### src/hdl/wtacc_pkg.sv
// ----------------------------------------------------------------------------
// wtacc_pkg
// Shared types and constants for the waypoint time accumulator.
// ----------------------------------------------------------------------------
package wtacc_pkg;

    localparam int COORD_W   = 32;  // Q16.16 coordinate
    localparam int LIMIT_W   = 32;  // Q16.16 velocity / acceleration limit
    localparam int SUM_W     = 64;  // Q32.32 sum of squares
    localparam int TIME_W    = 48;  // Q32.16 time
    localparam int WORK_W    = 66;  // dividend / radicand shift register
    localparam int REM_W     = 36;  // partial remainder of the shared unit
    localparam int ROOT_W    = 33;  // square root result
    localparam int STEP_W    = 7;   // step counter of the shared unit
    localparam int CFG_IDX_W = 1;

    localparam logic [TIME_W-1:0]  TIME_MAX    = 48'hFFFF_FFFF_FFFF;
    localparam logic [LIMIT_W-1:0] LIMIT_RESET = 32'h0001_0000;
    localparam logic [LIMIT_W-1:0] LIMIT_MIN   = 32'h0000_0001;

    localparam logic [CFG_IDX_W-1:0] REG_VELOCITY_LIMIT = 1'b0;
    localparam logic [CFG_IDX_W-1:0] REG_ACCEL_LIMIT    = 1'b1;

    // step counts: one quotient bit or one root bit per step
    localparam logic [STEP_W-1:0] DIST_STEPS    = 7'd32;  // sqrt of 64-bit sum
    localparam logic [STEP_W-1:0] TV_STEPS      = 7'd48;  // 48-bit dividend
    localparam logic [STEP_W-1:0] TA_DIV_STEPS  = 7'd65;  // 65-bit dividend
    localparam logic [STEP_W-1:0] TA_SQRT_STEPS = 7'd33;  // sqrt of 66-bit value

    typedef enum logic {
        OP_DIV,
        OP_SQRT
    } t_unit_op;

    typedef struct packed {
        logic                start;
        t_unit_op            op;
        logic [STEP_W-1:0]   steps;
    } t_unit_cmd;

    typedef struct packed {
        logic rd_en;
        logic diff_en;
        logic mul_en;
        logic acc_en;
        logic end_item;
    } t_coord_ctl;

    typedef enum logic [3:0] {
        S_IDLE,
        S_READ,
        S_DIFF,
        S_MUL,
        S_ACC,
        S_START_EMIT,
        S_DIST,
        S_DIST_WAIT,
        S_TV,
        S_TV_WAIT,
        S_TA_DIV,
        S_TA_DIV_WAIT,
        S_TA_SQRT,
        S_TA_SQRT_WAIT,
        S_ADD
    } t_state;

    typedef struct packed {
        logic signed [COORD_W-1:0] coordinate;
        logic                      last_coordinate;
        logic                      path_start;
    } t_in_word;

    typedef struct packed {
        logic [TIME_W-1:0] elapsed_time;
        logic              saturated;
    } t_out_word;

endpackage

### src/hdl/wtacc_unit.sv
// ----------------------------------------------------------------------------
// wtacc_unit
// Shared iterative restoring divider / digit-by-digit square root.
// ----------------------------------------------------------------------------
module wtacc_unit (
    input  logic                               i_clk,
    input  logic                               i_rst_n,
    input  wtacc_pkg::t_unit_cmd               i_cmd,
    input  logic [wtacc_pkg::WORK_W-1:0]       i_operand,
    input  logic [wtacc_pkg::LIMIT_W-1:0]      i_divisor,
    output logic                               o_done,
    output logic [wtacc_pkg::WORK_W-1:0]       o_work,
    output logic [wtacc_pkg::ROOT_W-1:0]       o_root
);

    logic                                r_busy;
    logic                                r_done;
    logic [wtacc_pkg::STEP_W-1:0]        r_cnt;
    wtacc_pkg::t_unit_op                 r_op;
    logic [wtacc_pkg::WORK_W-1:0]        r_work;
    logic [wtacc_pkg::REM_W-1:0]         r_rem;
    logic [wtacc_pkg::ROOT_W-1:0]        r_root;
    logic [wtacc_pkg::LIMIT_W-1:0]       r_divisor;

    logic [wtacc_pkg::REM_W-1:0]         w_a;
    logic [wtacc_pkg::REM_W-1:0]         w_b;
    logic [wtacc_pkg::REM_W:0]           w_diff;
    logic                                w_ge;

    // one compare-subtract serves both operations
    always_comb begin
        if (r_op == wtacc_pkg::OP_DIV) begin
            w_a = {r_rem[wtacc_pkg::REM_W-2:0], r_work[wtacc_pkg::WORK_W-1]};
            w_b = {{(wtacc_pkg::REM_W-wtacc_pkg::LIMIT_W){1'b0}}, r_divisor};
        end else begin
            w_a = {r_rem[wtacc_pkg::REM_W-3:0], r_work[wtacc_pkg::WORK_W-1 -: 2]};
            w_b = {{(wtacc_pkg::REM_W-wtacc_pkg::ROOT_W-2){1'b0}}, r_root, 2'b01};
        end
        w_diff = {1'b0, w_a} - {1'b0, w_b};
        w_ge   = ~w_diff[wtacc_pkg::REM_W];
    end

    always_ff @(posedge i_clk) begin
        if (!i_rst_n) begin
            r_busy <= 1'b0;
            r_done <= 1'b0;
            r_cnt  <= '0;
        end else begin
            r_done <= 1'b0;
            if (i_cmd.start) begin
                r_busy <= 1'b1;
                r_cnt  <= i_cmd.steps;
            end else if (r_busy) begin
                r_cnt <= r_cnt - wtacc_pkg::STEP_W'(1);
                if (r_cnt == wtacc_pkg::STEP_W'(1)) begin
                    r_busy <= 1'b0;
                    r_done <= 1'b1;
                end
            end
        end
    end

    always_ff @(posedge i_clk) begin
        if (i_cmd.start) begin
            r_op      <= i_cmd.op;
            r_work    <= i_operand;
            r_rem     <= '0;
            r_root    <= '0;
            r_divisor <= i_divisor;
        end else if (r_busy) begin
            r_rem <= w_ge ? w_diff[wtacc_pkg::REM_W-1:0] : w_a;
            if (r_op == wtacc_pkg::OP_DIV) begin
                // quotient bits enter at the bottom as the dividend leaves the top
                r_work <= {r_work[wtacc_pkg::WORK_W-2:0], w_ge};
            end else begin
                r_work <= {r_work[wtacc_pkg::WORK_W-3:0], 2'b00};
                r_root <= {r_root[wtacc_pkg::ROOT_W-2:0], w_ge};
            end
        end
    end

    assign o_done = r_done;
    assign o_work = r_work;
    assign o_root = r_root;

`ifndef SYNTH
    a_start_idle: assert property (@(posedge i_clk) disable iff (!i_rst_n)
        i_cmd.start |-> !r_busy)
        else $error("shared unit started while busy");

    a_done_after_busy: assert property (@(posedge i_clk) disable iff (!i_rst_n)
        r_done |-> ($past(r_busy) && !r_busy))
        else $error("shared unit done without a finished run");
`endif

endmodule

### src/hdl/wtacc_coord.sv
// ----------------------------------------------------------------------------
// wtacc_coord
// Previous-point store, coordinate difference, square and saturating sum.
// ----------------------------------------------------------------------------
module wtacc_coord #(
    parameter int MAX_DOF = 8
) (
    input  logic                                 i_clk,
    input  logic                                 i_rst_n,
    input  wtacc_pkg::t_coord_ctl                i_ctl,
    input  logic signed [wtacc_pkg::COORD_W-1:0] i_coord,
    output logic [wtacc_pkg::SUM_W-1:0]          o_sum,
    output logic                                 o_sat
);

    localparam int IDX_W = (MAX_DOF > 1) ? $clog2(MAX_DOF) : 1;
    localparam int CNT_W = $clog2(MAX_DOF + 1);

    logic [wtacc_pkg::COORD_W-1:0]  r_prev [MAX_DOF];
    logic [wtacc_pkg::COORD_W-1:0]  r_prev_rd;
    logic [CNT_W-1:0]               r_idx;
    logic                           r_active;
    logic [wtacc_pkg::COORD_W-1:0]  r_mag;
    logic [wtacc_pkg::SUM_W-1:0]    r_sq;
    logic [wtacc_pkg::SUM_W-1:0]    r_sum;

    logic                           w_room;
    logic [wtacc_pkg::COORD_W:0]    w_diff;
    logic [wtacc_pkg::COORD_W:0]    w_abs;
    logic [wtacc_pkg::SUM_W:0]      w_add;

    assign w_room = (r_idx < CNT_W'(MAX_DOF));

    // 33-bit difference; its magnitude always fits 32 bits
    always_comb begin
        w_diff = {i_coord[wtacc_pkg::COORD_W-1], i_coord}
               - {r_prev_rd[wtacc_pkg::COORD_W-1], r_prev_rd};
        w_abs  = w_diff[wtacc_pkg::COORD_W] ? (~w_diff + 1'b1) : w_diff;
        w_add  = {1'b0, r_sum} + {1'b0, r_sq};
    end

    // read-before-write on the same entry
    always_ff @(posedge i_clk) begin
        if (i_ctl.rd_en && w_room) begin
            r_prev_rd                <= r_prev[r_idx[IDX_W-1:0]];
            r_prev[r_idx[IDX_W-1:0]] <= i_coord;
        end
    end

    always_ff @(posedge i_clk) begin
        if (i_ctl.diff_en) begin
            r_mag <= w_abs[wtacc_pkg::COORD_W-1:0];
        end
        if (i_ctl.mul_en) begin
            r_sq <= r_mag * r_mag;
        end
    end

    always_ff @(posedge i_clk) begin
        if (!i_rst_n) begin
            r_idx    <= '0;
            r_active <= 1'b0;
            r_sum    <= '0;
        end else if (i_ctl.end_item) begin
            r_idx <= '0;
            r_sum <= '0;
        end else begin
            if (i_ctl.rd_en) begin
                r_active <= w_room;
                if (w_room) begin
                    r_idx <= r_idx + CNT_W'(1);
                end
            end
            if (i_ctl.acc_en && r_active) begin
                r_sum <= w_add[wtacc_pkg::SUM_W] ? {wtacc_pkg::SUM_W{1'b1}}
                                                 : w_add[wtacc_pkg::SUM_W-1:0];
            end
        end
    end

    assign o_sum = r_sum;
    assign o_sat = i_ctl.acc_en & r_active & w_add[wtacc_pkg::SUM_W];

endmodule

### src/hdl/waypoint_time_accumulator_top.sv
// ----------------------------------------------------------------------------
// waypoint_time_accumulator_top
// Coordinate word (not last): read, diff, square, add; the next word is taken after the add.
// Last coordinate of a path start: the zero result word is loaded once the
// output register is free, and the next word is accepted after that.
// Other last coordinate: the result is set by the shared divide/root unit (one bit per
// cycle: 32 + 48 + 65 + 33 steps); the next word is accepted after the result is loaded.
// Reset (sync, active low) clears sequencer, sums, running time and limits
// (both limits to 1.0); the previous-point store is undefined until written.
// ----------------------------------------------------------------------------
module waypoint_time_accumulator_top #(
    parameter int MAX_DOF = 8
) (
    input  logic                                 i_clk,
    input  logic                                 i_rst_n,
    // input words: one coordinate each
    input  logic                                 i_in_valid,
    output logic                                 o_in_ready,
    input  wtacc_pkg::t_in_word                  i_in,
    // result words: cumulative time per waypoint
    output logic                                 o_out_valid,
    input  logic                                 i_out_ready,
    output wtacc_pkg::t_out_word                 o_out,
    // configuration writes
    input  logic                                 i_cfg_we,
    input  logic [wtacc_pkg::CFG_IDX_W-1:0]      i_cfg_idx,
    input  logic [wtacc_pkg::LIMIT_W-1:0]        i_cfg_data
);

    wtacc_pkg::t_state                     r_state;
    wtacc_pkg::t_state                     n_state;

    wtacc_pkg::t_in_word                   r_item;
    logic [wtacc_pkg::LIMIT_W-1:0]         r_vmax;
    logic [wtacc_pkg::LIMIT_W-1:0]         r_amax;
    logic [wtacc_pkg::TIME_W-1:0]          r_running;
    logic                                  r_sticky;
    logic [wtacc_pkg::COORD_W-1:0]         r_dist;
    logic [wtacc_pkg::TIME_W-1:0]          r_tv;
    logic [wtacc_pkg::TIME_W-1:0]          r_seg;
    wtacc_pkg::t_out_word                  r_out;
    logic                                  r_out_valid;

    wtacc_pkg::t_coord_ctl                 w_ctl;
    wtacc_pkg::t_unit_cmd                  w_cmd;
    logic [wtacc_pkg::WORK_W-1:0]          w_operand;
    logic [wtacc_pkg::LIMIT_W-1:0]         w_divisor;
    logic                                  w_in_ready;
    logic                                  w_out_free;
    logic                                  w_out_load;
    logic [wtacc_pkg::LIMIT_W-1:0]         w_vmax;
    logic [wtacc_pkg::LIMIT_W-1:0]         w_amax;
    logic [wtacc_pkg::TIME_W-1:0]          w_ta;
    logic [wtacc_pkg::TIME_W:0]            w_run_add;

    logic [wtacc_pkg::SUM_W-1:0]           c_sum;
    logic                                  c_sat;
    logic                                  u_done;
    logic [wtacc_pkg::WORK_W-1:0]          u_work;
    logic [wtacc_pkg::ROOT_W-1:0]          u_root;

    // ---------------------------------------------------------------
    // Per-coordinate path: store read/write, difference, square, sum
    // ---------------------------------------------------------------
    wtacc_coord #(
        .MAX_DOF (MAX_DOF)
    ) u_coord (
        .i_clk   (i_clk),
        .i_rst_n (i_rst_n),
        .i_ctl   (w_ctl),
        .i_coord (r_item.coordinate),
        .o_sum   (c_sum),
        .o_sat   (c_sat)
    );

    // ---------------------------------------------------------------
    // Shared divide / square root unit, one bit per cycle
    // ---------------------------------------------------------------
    wtacc_unit u_unit (
        .i_clk     (i_clk),
        .i_rst_n   (i_rst_n),
        .i_cmd     (w_cmd),
        .i_operand (w_operand),
        .i_divisor (w_divisor),
        .o_done    (u_done),
        .o_work    (u_work),
        .o_root    (u_root)
    );

    // a zero limit behaves as the smallest nonzero limit
    assign w_vmax = (r_vmax == '0) ? wtacc_pkg::LIMIT_MIN : r_vmax;
    assign w_amax = (r_amax == '0) ? wtacc_pkg::LIMIT_MIN : r_amax;

    assign w_ta      = {{(wtacc_pkg::TIME_W-wtacc_pkg::ROOT_W){1'b0}}, u_root};
    assign w_run_add = {1'b0, r_running} + {1'b0, r_seg};

    // the output register is free when empty or being drained this cycle
    assign w_out_free = !r_out_valid || i_out_ready;
    assign w_out_load = w_out_free
                     && ((r_state == wtacc_pkg::S_START_EMIT) || (r_state == wtacc_pkg::S_ADD));

    // ---------------------------------------------------------------
    // Sequencer
    // ---------------------------------------------------------------
    always_ff @(posedge i_clk) begin
        if (!i_rst_n) begin
            r_state <= wtacc_pkg::S_IDLE;
        end else begin
            r_state <= n_state;
        end
    end

    always_comb begin
        n_state    = r_state;
        w_ctl      = '0;
        w_cmd      = '0;
        w_operand  = '0;
        w_divisor  = '0;
        w_in_ready = 1'b0;
        unique case (r_state)
            wtacc_pkg::S_IDLE: begin
                w_in_ready = 1'b1;
                if (i_in_valid) begin
                    n_state = wtacc_pkg::S_READ;
                end
            end
            wtacc_pkg::S_READ: begin
                w_ctl.rd_en = 1'b1;
                n_state     = wtacc_pkg::S_DIFF;
            end
            wtacc_pkg::S_DIFF: begin
                w_ctl.diff_en = 1'b1;
                n_state       = wtacc_pkg::S_MUL;
            end
            wtacc_pkg::S_MUL: begin
                w_ctl.mul_en = 1'b1;
                n_state      = wtacc_pkg::S_ACC;
            end
            wtacc_pkg::S_ACC: begin
                w_ctl.acc_en = 1'b1;
                if (!r_item.last_coordinate) begin
                    n_state = wtacc_pkg::S_IDLE;
                end else if (r_item.path_start) begin
                    n_state = wtacc_pkg::S_START_EMIT;
                end else begin
                    n_state = wtacc_pkg::S_DIST;
                end
            end
            wtacc_pkg::S_START_EMIT: begin
                w_ctl.end_item = 1'b1;
                if (w_out_free) begin
                    n_state = wtacc_pkg::S_IDLE;
                end
            end
            wtacc_pkg::S_DIST: begin
                // distance = isqrt(sum); the sum is cleared on the same edge
                w_ctl.end_item = 1'b1;
                w_cmd.start    = 1'b1;
                w_cmd.op       = wtacc_pkg::OP_SQRT;
                w_cmd.steps    = wtacc_pkg::DIST_STEPS;
                w_operand      = {c_sum, 2'b00};
                n_state        = wtacc_pkg::S_DIST_WAIT;
            end
            wtacc_pkg::S_DIST_WAIT: begin
                if (u_done) begin
                    n_state = wtacc_pkg::S_TV;
                end
            end
            wtacc_pkg::S_TV: begin
                // velocity time = (d << 16) / vmax, dividend left-aligned
                w_cmd.start = 1'b1;
                w_cmd.op    = wtacc_pkg::OP_DIV;
                w_cmd.steps = wtacc_pkg::TV_STEPS;
                w_operand   = {r_dist, 34'd0};
                w_divisor   = w_vmax;
                n_state     = wtacc_pkg::S_TV_WAIT;
            end
            wtacc_pkg::S_TV_WAIT: begin
                if (u_done) begin
                    n_state = wtacc_pkg::S_TA_DIV;
                end
            end
            wtacc_pkg::S_TA_DIV: begin
                // (2d << 32) / amax: 65-bit dividend, left-aligned
                w_cmd.start = 1'b1;
                w_cmd.op    = wtacc_pkg::OP_DIV;
                w_cmd.steps = wtacc_pkg::TA_DIV_STEPS;
                w_operand   = {r_dist, 34'd0};
                w_divisor   = w_amax;
                n_state     = wtacc_pkg::S_TA_DIV_WAIT;
            end
            wtacc_pkg::S_TA_DIV_WAIT: begin
                if (u_done) begin
                    n_state = wtacc_pkg::S_TA_SQRT;
                end
            end
            wtacc_pkg::S_TA_SQRT: begin
                w_cmd.start = 1'b1;
                w_cmd.op    = wtacc_pkg::OP_SQRT;
                w_cmd.steps = wtacc_pkg::TA_SQRT_STEPS;
                w_operand   = {1'b0, u_work[wtacc_pkg::WORK_W-2:0]};
                n_state     = wtacc_pkg::S_TA_SQRT_WAIT;
            end
            wtacc_pkg::S_TA_SQRT_WAIT: begin
                if (u_done) begin
                    n_state = wtacc_pkg::S_ADD;
                end
            end
            wtacc_pkg::S_ADD: begin
                if (w_out_free) begin
                    n_state = wtacc_pkg::S_IDLE;
                end
            end
            default: begin
                n_state = wtacc_pkg::S_IDLE;
            end
        endcase
    end

    // ---------------------------------------------------------------
    // Configuration registers
    // ---------------------------------------------------------------
    always_ff @(posedge i_clk) begin
        if (!i_rst_n) begin
            r_vmax <= wtacc_pkg::LIMIT_RESET;
            r_amax <= wtacc_pkg::LIMIT_RESET;
        end else if (i_cfg_we) begin
            unique case (i_cfg_idx)
                wtacc_pkg::REG_VELOCITY_LIMIT: r_vmax <= i_cfg_data;
                wtacc_pkg::REG_ACCEL_LIMIT:    r_amax <= i_cfg_data;
                default: ;
            endcase
        end
    end

    // ---------------------------------------------------------------
    // Running time, sticky flag and output word valid
    // ---------------------------------------------------------------
    always_ff @(posedge i_clk) begin
        if (!i_rst_n) begin
            r_running   <= '0;
            r_sticky    <= 1'b0;
            r_out_valid <= 1'b0;
        end else begin
            if ((r_state == wtacc_pkg::S_ACC) && c_sat) begin
                r_sticky <= 1'b1;
            end
            if (w_out_load) begin
                r_out_valid <= 1'b1;
            end else if (i_out_ready) begin
                r_out_valid <= 1'b0;
            end
            if (w_out_load && (r_state == wtacc_pkg::S_START_EMIT)) begin
                r_running <= '0;
                r_sticky  <= 1'b0;
            end else if (w_out_load) begin
                if (w_run_add[wtacc_pkg::TIME_W]) begin
                    r_running <= wtacc_pkg::TIME_MAX;
                    r_sticky  <= 1'b1;
                end else begin
                    r_running <= w_run_add[wtacc_pkg::TIME_W-1:0];
                end
            end
        end
    end

    // ---------------------------------------------------------------
    // Payload registers
    // ---------------------------------------------------------------
    always_ff @(posedge i_clk) begin
        if (i_in_valid && w_in_ready) begin
            r_item <= i_in;
        end
        if ((r_state == wtacc_pkg::S_DIST_WAIT) && u_done) begin
            r_dist <= u_root[wtacc_pkg::COORD_W-1:0];
        end
        if ((r_state == wtacc_pkg::S_TV_WAIT) && u_done) begin
            r_tv <= u_work[wtacc_pkg::TIME_W-1:0];
        end
        // segment time = max(velocity time, acceleration time)
        if ((r_state == wtacc_pkg::S_TA_SQRT_WAIT) && u_done) begin
            r_seg <= (r_tv > w_ta) ? r_tv : w_ta;
        end
        if (w_out_load) begin
            if (r_state == wtacc_pkg::S_START_EMIT) begin
                r_out <= '0;
            end else begin
                r_out.elapsed_time <= w_run_add[wtacc_pkg::TIME_W] ? wtacc_pkg::TIME_MAX
                                                                 : w_run_add[wtacc_pkg::TIME_W-1:0];
                r_out.saturated    <= r_sticky | w_run_add[wtacc_pkg::TIME_W];
            end
        end
    end

    assign o_in_ready  = w_in_ready;
    assign o_out_valid = r_out_valid;
    assign o_out       = r_out;

`ifndef SYNTH
    a_done_in_wait: assert property (@(posedge i_clk) disable iff (!i_rst_n)
        u_done |-> ((r_state == wtacc_pkg::S_DIST_WAIT) || (r_state == wtacc_pkg::S_TV_WAIT)
                 || (r_state == wtacc_pkg::S_TA_DIV_WAIT)
                 || (r_state == wtacc_pkg::S_TA_SQRT_WAIT)))
        else $error("shared unit finished outside a wait state");

    a_running_monotonic: assert property (@(posedge i_clk) disable iff (!i_rst_n)
        (r_state == wtacc_pkg::S_ADD) |=> (r_running >= $past(r_running)))
        else $error("running time decreased on a segment add");
`endif

endmodule

### config.mk
export PLATFORM = sky130hd
export DESIGN_NAME = waypoint_time_accumulator_top
export DESIGN_NICKNAME = d
export VERILOG_FILES = /design/src/hdl/wtacc_pkg.sv /design/src/hdl/wtacc_unit.sv /design/src/hdl/wtacc_coord.sv /design/src/hdl/waypoint_time_accumulator_top.sv
export SDC_FILE = /design/constraint.sdc
export NUM_CORES = 2
export LEC_CHECK = 0
export BUFFER_PORTS_ARGS = -buffer_cell sky130_fd_sc_hd__clkbuf_2
export CAP_MARGIN = 20
export CORE_ASPECT_RATIO = 1.4
export CORE_UTILIZATION = 41
export DETAILED_ROUTE_END_ITERATION = 8
export PLACE_DENSITY = 0.57
export SYNTH_ARGS = -nofsm -noshare
export SYNTH_HDL_FRONTEND = slang
export SYNTH_HIERARCHICAL = 1
export SYNTH_SLANG_ARGS = --single-unit
### constraint.sdc
create_clock -name i_clk -period 15.3 [get_ports i_clk]
set_input_delay 1.53 -clock i_clk [delete_from_list [all_inputs] [get_ports i_clk]]
set_output_delay 1.53 -clock i_clk [all_outputs]
set_load 0.05 [all_outputs]
==> results by group <==
Placed design
  • GP Congestion: 0.911
  • Post-DP HPWL: 159,000 um
  • Number of port buffers: 122
  • Inst Count DP: 9,831
  • Placed Area: 81,000 um^2

STA
  • RSZ-0062 raised after global routing: no
  • Max-slew violations: 0
  • Clock Skew: 0.0462 ns
  • Setup violation total in the final timing report: 0
  • Hold WS: 0.417 ns
  • Fmax: 0.107 GHz
  • Final Hold Vio Count: 0
  • Max-Slew Margin vs Limit: 0.328
  • Period Utilization, post-route: 0.609
  • TNS Setup: 0 ns
  • Worst-margin pin slew: 1.01 ns
  • Post-route minimum period: 9.33 ns

Setup path
  • CP required: 15.76 ns
  • RR Endpoint: u_coord/r_sq[61]
  • R2r setup slk: 5.97 ns
  • Worst reg2reg path depth: 28
  • Worst r2r src: u_coord/r_mag[2]
  • CP peak stage delay: 0.79 ns
  • Worst EP arrival: 9.79 ns
  • Worst Setup End Kind: flip-flop
  • Critical path type: flip-flop to flip-flop
  • Startpoint types: flip-flop
  • Cell mode on critical path: fa_1
  • Crit path max fanout: 29
  • Slowest-stage cell, CP: a2111oi_0

Synthesis
  • Synth Area in Adders: 0.287
  • Simple-gate share of the synthesized area: 0.103
  • Yosys synthesis warning count: 6
  • Post-synthesis sequential area ratio: 0.335
  • Mapped Cells: 7,509
  • Post-synth EDFFs: 693
  • Asr flop ratio synth: 0
  • Synthesized area: 77,900 um^2
  • Main combinational cell family by area after synthesis: adder cells
  • Multiplexer share of the synthesized area: 0.0480
  • Mean Syn Cell Area: 10.4 um^2
  • Post-Synth XOR/XNOR Area: 0.0332
  • Synth Area in Compound Gates: 0.121
  • Synth unique cells: 105
  • Primary FF master, synth: edfxtp_1
  • #FFs+latches synth: 957

Global route
  • Number of global-route vias before repair: 57.3k
  • First-pass GRT wire length: 326,000 um
  • Initial antenna violation count: 1
  • Total GRT Usage: 0.219
  • Total grt overflow: 0
  • Largest net degree at the start of global routing: 180

Clocking
  • CTS Hold Buffers Added: 0
  • CTS H-tree lvls: 3
  • TritonCTS clock tree: done
  • Num CTS Buffers: 102
  • Number of gates resized after CTS: 0
  • Root Driver: clkbuf_16
  • Post-CTS Setup Bufs: 0
  • Clock-pin transition on the worst setup and hold timing paths: 0.07 ns
  • Worst-skew pair later-pin latency: 0.73 ns
  • Clock buffer depth: 3
  • Clock sink count: 957

Status
  • Status: finished, final reports clean

Drt
  • Routed wire per std cell: 20.9 um
  • Drc violations: 0
  • Via Count: 53.9k
  • Pre-antenna DRT Iters: 5
  • Iteration-0 DRC Markers: 3,015
  • Top Layer Used: met4
  • DR vias/cell: 5.38
  • Met1 WL: 83,200 um
  • Post-route ant nets: 0
  • Routed WL: 210,000 um
  • Metal2 WL: 110,000 um
  • DR WL met3: 7560 um

Finish
  • Final-stage net count: 8,848
  • Fillers: 17.7k
  • Post-Layout Cell Count: 10.0k
  • Share of cells above drive strength 1: 0.0801
  • Fin area: 84,600 um^2
  • Area Overhead vs Synth: 8.60%

Floorplanning
  • Core ar.: 188,000 um^2
  • I/O pins: 123
  • Die Span X: 370 um
  • Die ar.: 192,000 um^2
  • Core Rows: 188
  • Chip Height: 518 um
  • Initial Utilization: 0.414

Hold path
  • Hold endpoint: r_seg[36]
  • Worst min-delay path startpoint: r_tv[36]
  • Hold/Removal Path Class: flip-flop to flip-flop
  • Hold Path Cell Cnt: 0

Flow run
  • Max-capacitance violation count: 0
cell usage in the layout (no fill, tap or decap), drive strengths merged, types with 40 or more instances in the layout:
cell | synthesis | routed
mux2 | 100 | 100
o21a | 43 | 43
edfxtp | 693 | 693
nand2 | 795 | 795
a21boi | 81 | 81
xor2 | 119 | 119
and2 | 249 | 249
nor2 | 293 | 293
a211oi | 45 | 45
a21oi | 440 | 440
nand4 | 56 | 56
dfxtp | 264 | 264
mux4 | 64 | 64
buf | 42 | 92
xnor2 | 176 | 176
clkbuf | 318 | 249
nor3 | 44 | 44
mux2i | 117 | 117
o21ai | 331 | 331
inv | 1122 | 1131
ha | 512 | 512
nand3 | 77 | 77
clkinv | 2 | 40
o21bai | 46 | 46
a31oi | 42 | 42
fa | 795 | 795
a21o | 158 | 158
nor2b | 48 | 48
a22o | 69 | 69
layer usage:
| layer | GRT usage | vias up |
|---|---|---|
| met1 | 0.257 | 27100 |
| met5 | 0 | - |
| met4 | 0.0900 | 0 |
| met2 | 0.404 | 1241 |
| li1 | - | 25200 |
| met3 | 0.0201 | 393 |
critical path: cells and delay by family (launching register included):
| family | cells | cell delay, ns |
|---|---|---|
| and+or+nand+nor | 1 | 0.13 |
| buffers and inverters | 7 | 0.93 |
| DFF | 1 | 0.67 |
| xor gates and xnor gates | 1 | 0.11 |
| adders and majority gates | 9 | 4.30 |
| AOI/OAI and AO/OA | 10 | 2.89 |
area by class of cell:
cell class                 count  area [um^2]  share of cell area
clock inverter                65          778             0.00920
sequential                   957        26100               0.309
inverter                    1124         4220              0.0499
multi-input combinational   5070        46300               0.547
timing repair buffer         214         1370              0.0162
tap                         2470         3090              0.0365
clock buffer                 127         2740              0.0324
antenna                        1         2.50           0.0000296
cells by family after synthesis:
| logic type | after synthesis |
|---|---|
| buffers and inverters | 1484 |
| other | 1 |
| multiplexers | 281 |
| XOR/XNOR | 295 |
| AND/OR/NAND/NOR | 1721 |
| AO/OA/AOI/OAI | 1463 |
| adder cells (fa/ha/maj) | 1307 |
| flip-flops | 957 |
flip-flops by register name (all words and copies together) (netlist names), 7 cells and up:
signal             flops
u_unit/r_cnt           7
o_out                 49
u_coord/r_prev       256
r_running             48
r_item                34
u_coord/o_sum         64
r_vmax                32
u_coord/r_prev_rd     32
u_unit/o_work         66
r_dist                32
u_coord/r_sq          63
u_coord/r_mag         32
r_tv                  48
r_seg                 48
u_unit/r_divisor      32
u_unit/r_rem          35
u_unit/o_root         33
r_amax                32
worst max-delay path by stage:
| stage | from | endpoint | slack [ns] | cells after the start |
|---|---|---|---|---|
| 5_1_grt | u_coord/r_mag[2] | u_coord/r_sq[61] | 5.65 | 28 |
| 6_report | u_coord/r_mag[2] | u_coord/r_sq[61] | 5.97 | 28 |
| 4_1_cts | u_coord/r_mag[5] | u_coord/r_sq[61] | 6.05 | 26 |
| 3_5_place_dp | u_coord/r_mag[5] | u_coord/r_sq[61] | 6.06 | 26 |
| 2_1_floorplan | u_coord/r_mag[14] | u_coord/r_sq[61] | 7.18 | 29 |
| 3_3_place_gp | u_coord/r_mag[2] | u_coord/r_sq[61] | 6.15 | 28 |
synth_stat cells, types with 22 or more instances:
master | number | area [um^2]
mux2_1 | 30 | 338
and3_1 | 30 | 188
buf_1 | 22 | 82.6
clkbuf_1 | 316 | 1190
o21bai_1 | 46 | 345
xor2_1 | 119 | 1040
nand4_1 | 55 | 344
mux4_2 | 64 | 1440
a31oi_1 | 41 | 257
inv_1 | 1122 | 4210
and2_1 | 248 | 1550
a22oi_1 | 33 | 248
nor4_1 | 29 | 181
xnor2_1 | 176 | 1540
nor3_1 | 43 | 215
edfxtp_1 | 693 | 20800
mux2i_1 | 117 | 1170
dfxtp_1 | 264 | 5290
a21boi_0 | 80 | 601
a21o_1 | 154 | 1160
a211oi_1 | 45 | 338
nand2b_1 | 25 | 156
o21a_1 | 43 | 323
nor2_1 | 293 | 1100
nand3_1 | 77 | 385
mux2_2 | 70 | 788
fa_1 | 795 | 15900
a22o_1 | 69 | 604
nand2_1 | 794 | 2980
o21ai_0 | 325 | 1630
a21oi_1 | 440 | 2200
ha_1 | 512 | 6410
nor2b_1 | 48 | 300
stage by stage:
step | setup WS (ns) | utilization
after global placement | 6.15 | 0.431
after floorplan | 7.18 | -
final | 5.97 | 0.450
after global routing | 5.65 | 0.450
after detailed placement | 6.06 | 0.431
after CTS | 6.05 | 0.450
Power is not shown: default switching activity piles up to over one toggle a cycle in this logic, so the estimate is an artifact.
